===== config.mk =====
export PLATFORM = sky130hd
export DESIGN_NAME = max_rectangle_of_ones_core
export DESIGN_NICKNAME = d
export VERILOG_FILES = /design/src/rtl/mrect_pkg.sv /design/src/rtl/mrect_ram.sv /design/src/rtl/mrect_area_unit.sv /design/src/rtl/mrect_ctrl.sv /design/src/rtl/max_rectangle_of_ones_core.sv
export SDC_FILE = /design/constraint.sdc
export NUM_CORES = 2
export LEC_CHECK = 0
export BUFFER_PORTS_ARGS = -buffer_cell sky130_fd_sc_hd__buf_2
export CAP_MARGIN = 0
export CELL_PAD_IN_SITES_DETAIL_PLACEMENT = 0
export CELL_PAD_IN_SITES_GLOBAL_PLACEMENT = 1
export CORE_ASPECT_RATIO = 0.5
export CORE_MARGIN = 8
export CORE_UTILIZATION = 55
export CTS_CLUSTER_DIAMETER = 50
export DETAILED_ROUTE_END_ITERATION = 12
export PLACE_DENSITY = 0.85
export SLEW_MARGIN = 15
export SYNTH_ARGS = -nofsm -noshare
export SYNTH_HDL_FRONTEND = slang
export SYNTH_SLANG_ARGS = --single-unit

===== constraint.sdc =====
create_clock -name clk -period 10.4 [get_ports clk]
set_clock_uncertainty 0.1 [all_clocks]
set_input_delay 1.04 -clock clk [delete_from_list [all_inputs] [get_ports clk]]
set_output_delay 1.04 -clock clk [all_outputs]
set_load 0.005 [all_outputs]

===== src/rtl/mrect_pkg.sv =====
// Shared types and constants for the maximal all-ones rectangle block.
// No dependencies; imported by the controller, the area unit, the top level and the testbench.
package mrect_pkg;

    localparam int AREA_W = 13;
    localparam logic [AREA_W-1:0] AREA_MAX = 13'd8191;

    localparam int RW_W = 7;
    localparam logic [RW_W-1:0] RW_RESET = 7'd64;

    localparam int ADDR_W = 3;
    localparam logic REG_ROW_WIDTH = 1'b0;

    typedef struct packed {
        logic take;
        logic clear;
    } unit_ctrl_t;

endpackage


===== src/rtl/mrect_ram.sv =====
// Generic single-write, single-read RAM with registered read data.
// No dependencies.
module mrect_ram #(
    parameter int WIDTH = 8,
    parameter int DEPTH = 64
) (
    input  logic                                    clk,
    input  logic                                    we,
    input  logic [((DEPTH > 1) ? $clog2(DEPTH) : 1)-1:0] waddr,
    input  logic [WIDTH-1:0]                        wdata,
    input  logic                                    re,
    input  logic [((DEPTH > 1) ? $clog2(DEPTH) : 1)-1:0] raddr,
    output logic [WIDTH-1:0]                        rdata
);

    logic [WIDTH-1:0] mem [DEPTH];
    logic [WIDTH-1:0] rdata_reg;

    always_ff @(posedge clk)
    begin
        if (we)
        begin
            mem[waddr] <= wdata;
        end
        if (re)
        begin
            rdata_reg <= mem[raddr];
        end
    end

    assign rdata = rdata_reg;

endmodule


===== src/rtl/mrect_area_unit.sv =====
// Shared area unit: one registered multiply, then saturate and keep the maximum.
// Depends on mrect_pkg.
module mrect_area_unit
    import mrect_pkg::*;
#(
    parameter int HW = 7,
    parameter int CW = 7
) (
    input  logic              clk,
    input  logic              rst_n,
    input  unit_ctrl_t        ctl,
    input  logic [HW-1:0]     h,
    input  logic [CW-1:0]     w,
    output logic [AREA_W-1:0] best
);

    localparam int PW = HW + CW;
    localparam int SW = (PW > AREA_W) ? PW : AREA_W + 1;

    logic [PW-1:0]     prod_reg;
    logic              pv_reg;
    logic [AREA_W-1:0] best_reg;
    logic [SW-1:0]     prod_ext;
    logic [AREA_W-1:0] prod_sat;

    always_ff @(posedge clk)
    begin
        prod_reg <= PW'(h) * PW'(w);
    end

    assign prod_ext = SW'(prod_reg);
    assign prod_sat = (prod_ext > SW'(AREA_MAX)) ? AREA_MAX : prod_ext[AREA_W-1:0];

    always_ff @(posedge clk or negedge rst_n)
    begin
        if (!rst_n)
        begin
            pv_reg   <= 1'b0;
            best_reg <= '0;
        end
        else if (ctl.clear)
        begin
            pv_reg   <= 1'b0;
            best_reg <= '0;
        end
        else
        begin
            pv_reg <= ctl.take;
            if (pv_reg && (prod_sat > best_reg))
            begin
                best_reg <= prod_sat;
            end
        end
    end

    assign best = best_reg;

endmodule


===== src/rtl/mrect_ctrl.sv =====
// Sequencer: column height update and monotonic-stack histogram pass.
// Depends on mrect_pkg and mrect_ram (height store and stack store).
module mrect_ctrl
    import mrect_pkg::*;
#(
    parameter int MAX_COLS = 64,
    parameter int MAX_ROWS = 64,
    parameter int HW = 7,
    parameter int CW = 7
) (
    input  logic          clk,
    input  logic          rst_n,
    input  logic          start,
    input  logic          cell_req,
    input  logic          last_in_matrix,
    input  logic [CW-1:0] width,
    output logic          busy,
    output unit_ctrl_t    ctl,
    output logic [HW-1:0] mul_h,
    output logic [CW-1:0] mul_w,
    output logic          fin
);

    localparam int IW = (MAX_COLS > 1) ? $clog2(MAX_COLS) : 1;
    localparam int SEW = IW + HW;

    localparam logic [3:0] S_IDLE  = 4'd0;
    localparam logic [3:0] S_UPD   = 4'd1;
    localparam logic [3:0] S_PRD   = 4'd2;
    localparam logic [3:0] S_LOOP  = 4'd3;
    localparam logic [3:0] S_POPW  = 4'd4;
    localparam logic [3:0] S_FLUSH = 4'd5;
    localparam logic [3:0] S_FPOPW = 4'd6;
    localparam logic [3:0] S_WAIT  = 4'd7;
    localparam logic [3:0] S_OUT   = 4'd8;

    logic [3:0]          state_reg, state_next;
    logic [IW-1:0]       col_reg, col_next;
    logic                cell_reg, cell_next;
    logic                last_reg, last_next;
    logic [CW-1:0]       i_reg, i_next;
    logic [CW-1:0]       cols_reg, cols_next;
    logic [IW-1:0]       pl_reg, pl_next;
    logic [CW-1:0]       depth_reg, depth_next;
    logic [HW-1:0]       top_h_reg, top_h_next;
    logic [IW-1:0]       top_l_reg, top_l_next;
    logic [MAX_COLS-1:0] hv_reg;
    logic                hv_rd_reg;

    logic                h_we, h_re;
    logic [IW-1:0]       h_raddr;
    logic [HW-1:0]       h_wdata, h_rdata;
    logic                s_we, s_re;
    logic [IW-1:0]       s_waddr, s_raddr;
    logic [SEW-1:0]      s_rdata;

    logic [HW-1:0]       hc;
    logic [CW-1:0]       col_inc;
    logic [CW-1:0]       i_inc;
    logic [CW-1:0]       depth_dec;
    logic [CW-1:0]       depth_dec2;

    mrect_ram #(.WIDTH(HW), .DEPTH(MAX_COLS)) u_hmem (
        .clk   (clk),
        .we    (h_we),
        .waddr (col_reg),
        .wdata (h_wdata),
        .re    (h_re),
        .raddr (h_raddr),
        .rdata (h_rdata)
    );

    mrect_ram #(.WIDTH(SEW), .DEPTH(MAX_COLS)) u_smem (
        .clk   (clk),
        .we    (s_we),
        .waddr (s_waddr),
        .wdata ({top_l_reg, top_h_reg}),
        .re    (s_re),
        .raddr (s_raddr),
        .rdata (s_rdata)
    );

    // unwritten columns read as zero height
    assign hc         = hv_rd_reg ? h_rdata : '0;
    assign col_inc    = CW'(col_reg) + CW'(1);
    assign i_inc      = i_reg + CW'(1);
    assign depth_dec  = depth_reg - CW'(1);
    assign depth_dec2 = depth_reg - CW'(2);

    always_comb
    begin
        if (!cell_reg)
        begin
            h_wdata = '0;
        end
        else if (HW'(hc) < HW'(MAX_ROWS))
        begin
            h_wdata = hc + HW'(1);
        end
        else
        begin
            h_wdata = hc;
        end
    end

    always_comb
    begin
        state_next = state_reg;
        col_next   = col_reg;
        cell_next  = cell_reg;
        last_next  = last_reg;
        i_next     = i_reg;
        cols_next  = cols_reg;
        pl_next    = pl_reg;
        depth_next = depth_reg;
        top_h_next = top_h_reg;
        top_l_next = top_l_reg;
        h_we       = 1'b0;
        h_re       = 1'b0;
        h_raddr    = col_reg;
        s_we       = 1'b0;
        s_re       = 1'b0;
        s_waddr    = depth_dec[IW-1:0];
        s_raddr    = depth_dec2[IW-1:0];
        ctl.take   = 1'b0;
        ctl.clear  = 1'b0;
        mul_h      = top_h_reg;
        mul_w      = '0;
        fin        = 1'b0;

        unique case (state_reg)
            S_IDLE:
            begin
                if (start)
                begin
                    cell_next  = cell_req;
                    last_next  = last_in_matrix;
                    h_re       = 1'b1;
                    state_next = S_UPD;
                end
            end
            S_UPD:
            begin
                h_we = 1'b1;
                if ((col_inc >= width) || last_reg)
                begin
                    cols_next  = col_inc;
                    i_next     = '0;
                    depth_next = '0;
                    col_next   = '0;
                    state_next = S_PRD;
                end
                else
                begin
                    col_next   = col_inc[IW-1:0];
                    state_next = S_IDLE;
                end
            end
            S_PRD:
            begin
                h_re       = 1'b1;
                h_raddr    = i_reg[IW-1:0];
                pl_next    = i_reg[IW-1:0];
                state_next = S_LOOP;
            end
            S_LOOP:
            begin
                if ((depth_reg != '0) && (top_h_reg >= hc))
                begin
                    // pop: bar spans from its left bound up to column i
                    ctl.take   = 1'b1;
                    mul_w      = i_reg - CW'(top_l_reg);
                    pl_next    = top_l_reg;
                    depth_next = depth_dec;
                    if (depth_reg >= CW'(2))
                    begin
                        s_re       = 1'b1;
                        state_next = S_POPW;
                    end
                end
                else
                begin
                    if (depth_reg != '0)
                    begin
                        s_we = 1'b1;
                    end
                    top_h_next = hc;
                    top_l_next = pl_reg;
                    depth_next = depth_reg + CW'(1);
                    if (i_inc < cols_reg)
                    begin
                        i_next  = i_inc;
                        h_re    = 1'b1;
                        h_raddr = i_inc[IW-1:0];
                        pl_next = i_inc[IW-1:0];
                    end
                    else
                    begin
                        state_next = S_FLUSH;
                    end
                end
            end
            S_POPW:
            begin
                top_h_next = s_rdata[HW-1:0];
                top_l_next = s_rdata[SEW-1:HW];
                state_next = S_LOOP;
            end
            S_FLUSH:
            begin
                ctl.take   = 1'b1;
                mul_w      = cols_reg - CW'(top_l_reg);
                depth_next = depth_dec;
                if (depth_reg >= CW'(2))
                begin
                    s_re       = 1'b1;
                    state_next = S_FPOPW;
                end
                else if (last_reg)
                begin
                    state_next = S_WAIT;
                end
                else
                begin
                    state_next = S_IDLE;
                end
            end
            S_FPOPW:
            begin
                top_h_next = s_rdata[HW-1:0];
                top_l_next = s_rdata[SEW-1:HW];
                state_next = S_FLUSH;
            end
            S_WAIT:
            begin
                state_next = S_OUT;
            end
            S_OUT:
            begin
                fin        = 1'b1;
                ctl.clear  = 1'b1;
                col_next   = '0;
                state_next = S_IDLE;
            end
            default:
            begin
                state_next = S_IDLE;
            end
        endcase
    end

    always_ff @(posedge clk or negedge rst_n)
    begin
        if (!rst_n)
        begin
            state_reg <= S_IDLE;
            col_reg   <= '0;
            depth_reg <= '0;
            hv_reg    <= '0;
            hv_rd_reg <= 1'b0;
        end
        else
        begin
            state_reg <= state_next;
            col_reg   <= col_next;
            depth_reg <= depth_next;
            if (fin)
            begin
                hv_reg <= '0;
            end
            else if (h_we)
            begin
                hv_reg[col_reg] <= 1'b1;
            end
            if (h_re)
            begin
                hv_rd_reg <= hv_reg[h_raddr];
            end
        end
    end

    always_ff @(posedge clk)
    begin
        cell_reg  <= cell_next;
        last_reg  <= last_next;
        i_reg     <= i_next;
        cols_reg  <= cols_next;
        pl_reg    <= pl_next;
        top_h_reg <= top_h_next;
        top_l_reg <= top_l_next;
    end

    assign busy = (state_reg != S_IDLE);

endmodule


===== src/rtl/max_rectangle_of_ones_core.sv =====
// Largest all-ones rectangle over a streamed binary matrix, one cell per transfer.
// A cell that does not end a row updates its column height; a row-ending cell adds a
// stack pass over the row's columns (push, pop, stack reload through one RAM port),
// and the final cell then delivers max_area. done pulses one cycle; the
// receiver cannot stall. Async active-low reset: heights and best area zero, row_width 64.
// Depends on mrect_pkg, mrect_ctrl, mrect_area_unit, mrect_ram.
module max_rectangle_of_ones_core
    import mrect_pkg::*;
#(
    parameter int MAX_COLS = 64,
    parameter int MAX_ROWS = 64
) (
    input  logic              clk,
    input  logic              rst_n,
    input  logic              psel,
    input  logic              penable,
    input  logic              pwrite,
    input  logic [ADDR_W-1:0] paddr,
    input  logic [31:0]       pwdata,
    output logic [31:0]       prdata,
    output logic              pready,
    input  logic              start,
    output logic              busy,
    input  logic              cell_req,
    input  logic              last_in_matrix,
    output logic              done,
    output logic [AREA_W-1:0] max_area
);

    localparam int HW = $clog2(MAX_ROWS + 1);
    localparam int CW = $clog2(MAX_COLS + 1);
    localparam int EW = (CW > RW_W) ? CW : RW_W;

    logic [RW_W-1:0]   row_width_reg;
    logic [EW-1:0]     rw_ext;
    logic [CW-1:0]     width_eff;
    unit_ctrl_t        ctl;
    logic [HW-1:0]     mul_h;
    logic [CW-1:0]     mul_w;
    logic              fin;
    logic [AREA_W-1:0] best;
    logic              done_reg;
    logic [AREA_W-1:0] area_reg;

    assign pready = 1'b1;

    always_ff @(posedge clk or negedge rst_n)
    begin
        if (!rst_n)
        begin
            row_width_reg <= RW_RESET;
        end
        else if (psel && penable && pwrite && (paddr[2] == REG_ROW_WIDTH))
        begin
            row_width_reg <= pwdata[RW_W-1:0];
        end
    end

    assign prdata = (paddr[2] == REG_ROW_WIDTH) ? 32'(row_width_reg) : 32'd0;

    // zero width acts as one column, oversize clamps to the column store
    assign rw_ext = EW'(row_width_reg);
    always_comb
    begin
        priority if (rw_ext == '0)
        begin
            width_eff = CW'(1);
        end
        else if (rw_ext > EW'(MAX_COLS))
        begin
            width_eff = CW'(MAX_COLS);
        end
        else
        begin
            width_eff = rw_ext[CW-1:0];
        end
    end

    mrect_ctrl #(
        .MAX_COLS (MAX_COLS),
        .MAX_ROWS (MAX_ROWS),
        .HW       (HW),
        .CW       (CW)
    ) u_ctrl (
        .clk            (clk),
        .rst_n          (rst_n),
        .start          (start),
        .cell_req       (cell_req),
        .last_in_matrix (last_in_matrix),
        .width          (width_eff),
        .busy           (busy),
        .ctl            (ctl),
        .mul_h          (mul_h),
        .mul_w          (mul_w),
        .fin            (fin)
    );

    mrect_area_unit #(
        .HW (HW),
        .CW (CW)
    ) u_area (
        .clk   (clk),
        .rst_n (rst_n),
        .ctl   (ctl),
        .h     (mul_h),
        .w     (mul_w),
        .best  (best)
    );

    always_ff @(posedge clk or negedge rst_n)
    begin
        if (!rst_n)
        begin
            done_reg <= 1'b0;
        end
        else
        begin
            done_reg <= fin;
        end
    end

    always_ff @(posedge clk)
    begin
        if (fin)
        begin
            area_reg <= best;
        end
    end

    assign done     = done_reg;
    assign max_area = area_reg;

endmodule


==> results.yml <==
flow_run:
  max_cap_viol_count: 0
routing:
  drt-pass1-iter-count: 7
  antenna_left: 0
  drt_iter0_markers: 4005
  detail_route.drc_violations: 0
  drt-total-wl_um: 139000
  post_detailed_route_wirelength_per_cell_um: 25.9
  drt-vias-per-instance: 6.19
  via_count: 33300
clock_network:
  clk_pin_slew_ns: 0.07
  cts.repair.resized: 0
  worst_skew_pair.late_latency_ns: 0.77
  postCtsSetupRepairBufs: 0
  htree_num_levels: 4
  cts.path.max_buffers: 3
  clock_tree_root_buffer_cell: "sky130_fd_sc_hd__clkbuf_16"
  total_clock_sinks: 1466
  cts-buffers-inserted: 131
  cts_tree: "built"
  cts.hold.buffers_added: 0
logic_synthesis:
  synth_top_area_share: 0.662
  ys_dominant_reg_cell: "sky130_fd_sc_hd__edfxtp_1"
  synth_async_sr_flop_share: 0.0709
  netlist.top_cell.by_area: "sky130_fd_sc_hd__edfxtp_1"
  synthMostInstantiatedCell: "sky130_fd_sc_hd__edfxtp_1"
  synth_area_sq_um: 61200
  synth-edff-count: 1348
  distinct_cell_type_count_after_synthesis: 83
  synth.top_cells.by_area: "sky130_fd_sc_hd__edfxtp_1 66%, sky130_fd_sc_hd__mux4_2 9.6%, sky130_fd_sc_hd__dfrtp_1 4.2%, sky130_fd_sc_hd__nand2_1 2.4%, sky130_fd_sc_hd__nor2_1 1.9%"
  syn_inst: 3723
  ys_seq_area_frac: 0.709
  synth_warnings: 0
  synthesized_area_divided_by_synthesized_cell_count_sq_um: 16.4
  synth-seq-cells: 1466
  ys_top_cells_by_count: "1348 x sky130_fd_sc_hd__edfxtp_1, 396 x sky130_fd_sc_hd__nand2_1, 308 x sky130_fd_sc_hd__nor2_1"
layout:
  finalNetCount: 3939
  proportion_of_layout_cells_with_a_drive_suffix_above_1: 0.177
  nFillCells: 7797
  multi_input_area_sq_um: 16700
  largest_register_ff_count: 832
  insertedDiodeCount: 0
  ff_latch_area_sq_um: 43400
  finish.instance_area_sq_um: 67300
  areaGrowthSynthToFinish_pct: 10.0
  instances_no_fill: 5382
power:
  power_per_cell_area_nw_per_um2: 294
  total_power_uw: 19800
  power.static_leakage_uw: 0.0228
  ir_drop_v: 0.000288
grt:
  gr-usage-met3: 0.0488
  antenna_found_initial: 2
  largest_net_degree_at_the_start_of_global_routing: 160
  grtUsageMet2: 0.366
  wire_length_of_the_first_global_routing_pass_um: 211000
  grt_most_used_layer: "met2"
  grt-ovfl-total: 0
  grt_pass1_vias: 33500
  gr-usage-met1: 0.307
  grt_util_all_layers: 0.226
floorplanning:
  die-width_um: 488
  die_h_um: 252
  die_area_sq_um: 123000
  std_cell_rows: 86
  initial_utilization: 0.555
  coreArea_sq_um: 110000
  io_pins: 91
critical_path:
  arrival_ns: 7.99
  critPathRequiredTime_ns: 10.98
  path_max_fanout: 45
  setup.worst_path.class: "reg2reg"
  end_kind: "flop"
  critical_path.startpoint_type: "flop"
sta:
  report.final.hold_viol_count: 0
  slew_violations: 0
  setup-tns-final_ns: 0
  final_min_period_over_clock_period: 0.713
  achievable-frequency_mhz: 135
  relSlewSlack: 0.191
  grt_setup_unrepaired: "no"
  tightestPinTransition_ns: 1.21
  setup_viol: 0
  post-route-min-period_ns: 7.42
placement:
  detailed_place.area_sq_um: 63000
  placedCellCount: 5145
  placement.io_buffers: 37
  detailed_place_hpwl_um: 81600
  gp_congestion: 0.845
status:
  outcome: "completed"
min_path:
  timing.hold.worst.class: "in2async"
==> kinds of logic after synthesis <==
kind of cell,count (synthesis),share of synthesized area
AO/OA/AOI/OAI,460,0.0515
multiplexers,371,0.115
AND/OR/NAND/NOR,985,0.0709
buffers and inverters,284,0.0216
adder cells (fa/ha/maj),113,0.0263
flip-flops,1466,0.709
other,2,0.000123
XOR/XNOR,42,0.00601
==> metrics by stage <==
stage / worst slack [ns] / utilization / hold WS [ns]
floorplan: 3.63 / - / 0.345
global placement: 3.12 / 0.572 / 0.368
finish: 2.98 / 0.611 / 0.152
detailed placement: 3.01 / 0.572 / 0.373
global route: 2.33 / 0.611 / 0.169
CTS: 2.97 / 0.610 / 0.138
==> report_power, final <==
part	internal (uW)	leakage [uW]	switching, uW
Combinational	2670	0.00695	4710
Sequential	7350	0.0138	269
Clock	2650	0.00206	2160
==> final timing paths <==
path	from	end	slack, ns	cells after the start
setup / recovery	u_ctrl.depth_reg[0]	u_area.prod_ext[13]	2.98	23
hold / removal	rst_n	u_ctrl.hv_reg[21]	0.15	1
setup reg to reg	u_ctrl.depth_reg[0]	u_area.prod_ext[13]	2.98	23
hold reg to reg	u_area.best[7]	max_area[7]	0.38	0
max in group asynchronous	rst_n	u_ctrl.depth_reg[0]	8.49	2
min in group clk	u_area.best[7]	max_area[7]	0.38	0
==> worst max-delay path: stages, from the launching register on <==
cell and delay [ns]:
sky130_fd_sc_hd__dfrtp_4 1.03, sky130_fd_sc_hd__inv_1 0.29, sky130_fd_sc_hd__ha_1 0.29, sky130_fd_sc_hd__nor2b_1 0.13
sky130_fd_sc_hd__and3_1 0.31, sky130_fd_sc_hd__nor2_1 0.48, sky130_fd_sc_hd__nand2_1 0.31, sky130_fd_sc_hd__o22ai_1 0.56
sky130_fd_sc_hd__nand2_1 0.15, sky130_fd_sc_hd__fa_1 0.49, sky130_fd_sc_hd__fa_1 0.54, sky130_fd_sc_hd__inv_1 0.05
sky130_fd_sc_hd__fa_1 0.48, sky130_fd_sc_hd__inv_1 0.05, sky130_fd_sc_hd__fa_1 0.47, sky130_fd_sc_hd__inv_1 0.04
sky130_fd_sc_hd__ha_1 0.31, sky130_fd_sc_hd__a21oi_1 0.21, sky130_fd_sc_hd__o21bai_1 0.09, sky130_fd_sc_hd__a21oi_1 0.22
sky130_fd_sc_hd__nor2b_1 0.07, sky130_fd_sc_hd__o21a_1 0.18, sky130_fd_sc_hd__o41ai_1 0.30, sky130_fd_sc_hd__xnor2_1 0.16
==> area by class of cell <==
cell class	count	share of cell area
Clock buffer	174	0.0539
Clock inverter	62	0.00861
Inverter	66	0.00368
Multi-Input combinational cell	1997	0.249
Sequential cell	1466	0.645
Tap cell	1496	0.0278
Timing Repair Buffer	121	0.0126
==> placed cells by master, fill, tap and decap left out, types with 31 or more instances in the layout <==
cell type / synthesis / routed
sky130_fd_sc_hd__edfxtp_1: 1348 / 1348
sky130_fd_sc_hd__nand2_1: 396 / 396
sky130_fd_sc_hd__nor2_1: 308 / 283
sky130_fd_sc_hd__mux4_2: 260 / 260
sky130_fd_sc_hd__clkbuf_16: 0 / 136
sky130_fd_sc_hd__a21oi_1: 128 / 128
sky130_fd_sc_hd__dfrtp_1: 103 / 101
sky130_fd_sc_hd__ha_1: 87 / 86
sky130_fd_sc_hd__buf_4: 35 / 82
sky130_fd_sc_hd__mux2i_1: 71 / 71
sky130_fd_sc_hd__nand3_1: 68 / 68
sky130_fd_sc_hd__inv_1: 66 / 66
sky130_fd_sc_hd__a31oi_1: 62 / 62
sky130_fd_sc_hd__nor3_1: 43 / 43
sky130_fd_sc_hd__nor2b_1: 41 / 41
sky130_fd_sc_hd__mux2_2: 40 / 40
sky130_fd_sc_hd__o21ai_0: 38 / 37
sky130_fd_sc_hd__buf_2: 64 / 36
sky130_fd_sc_hd__a22o_1: 31 / 31
==> per-layer routing <==
metal | share of wire | vias to the layer above
met3 | 0.084 | 259
met5 | 0.00014 | -
met4 | 0.032 | 2
met1 | 0.40 | 17000
met2 | 0.49 | 1508
li1 | - | 14500
No activity file was read; power rests on OpenSTA's default activity.
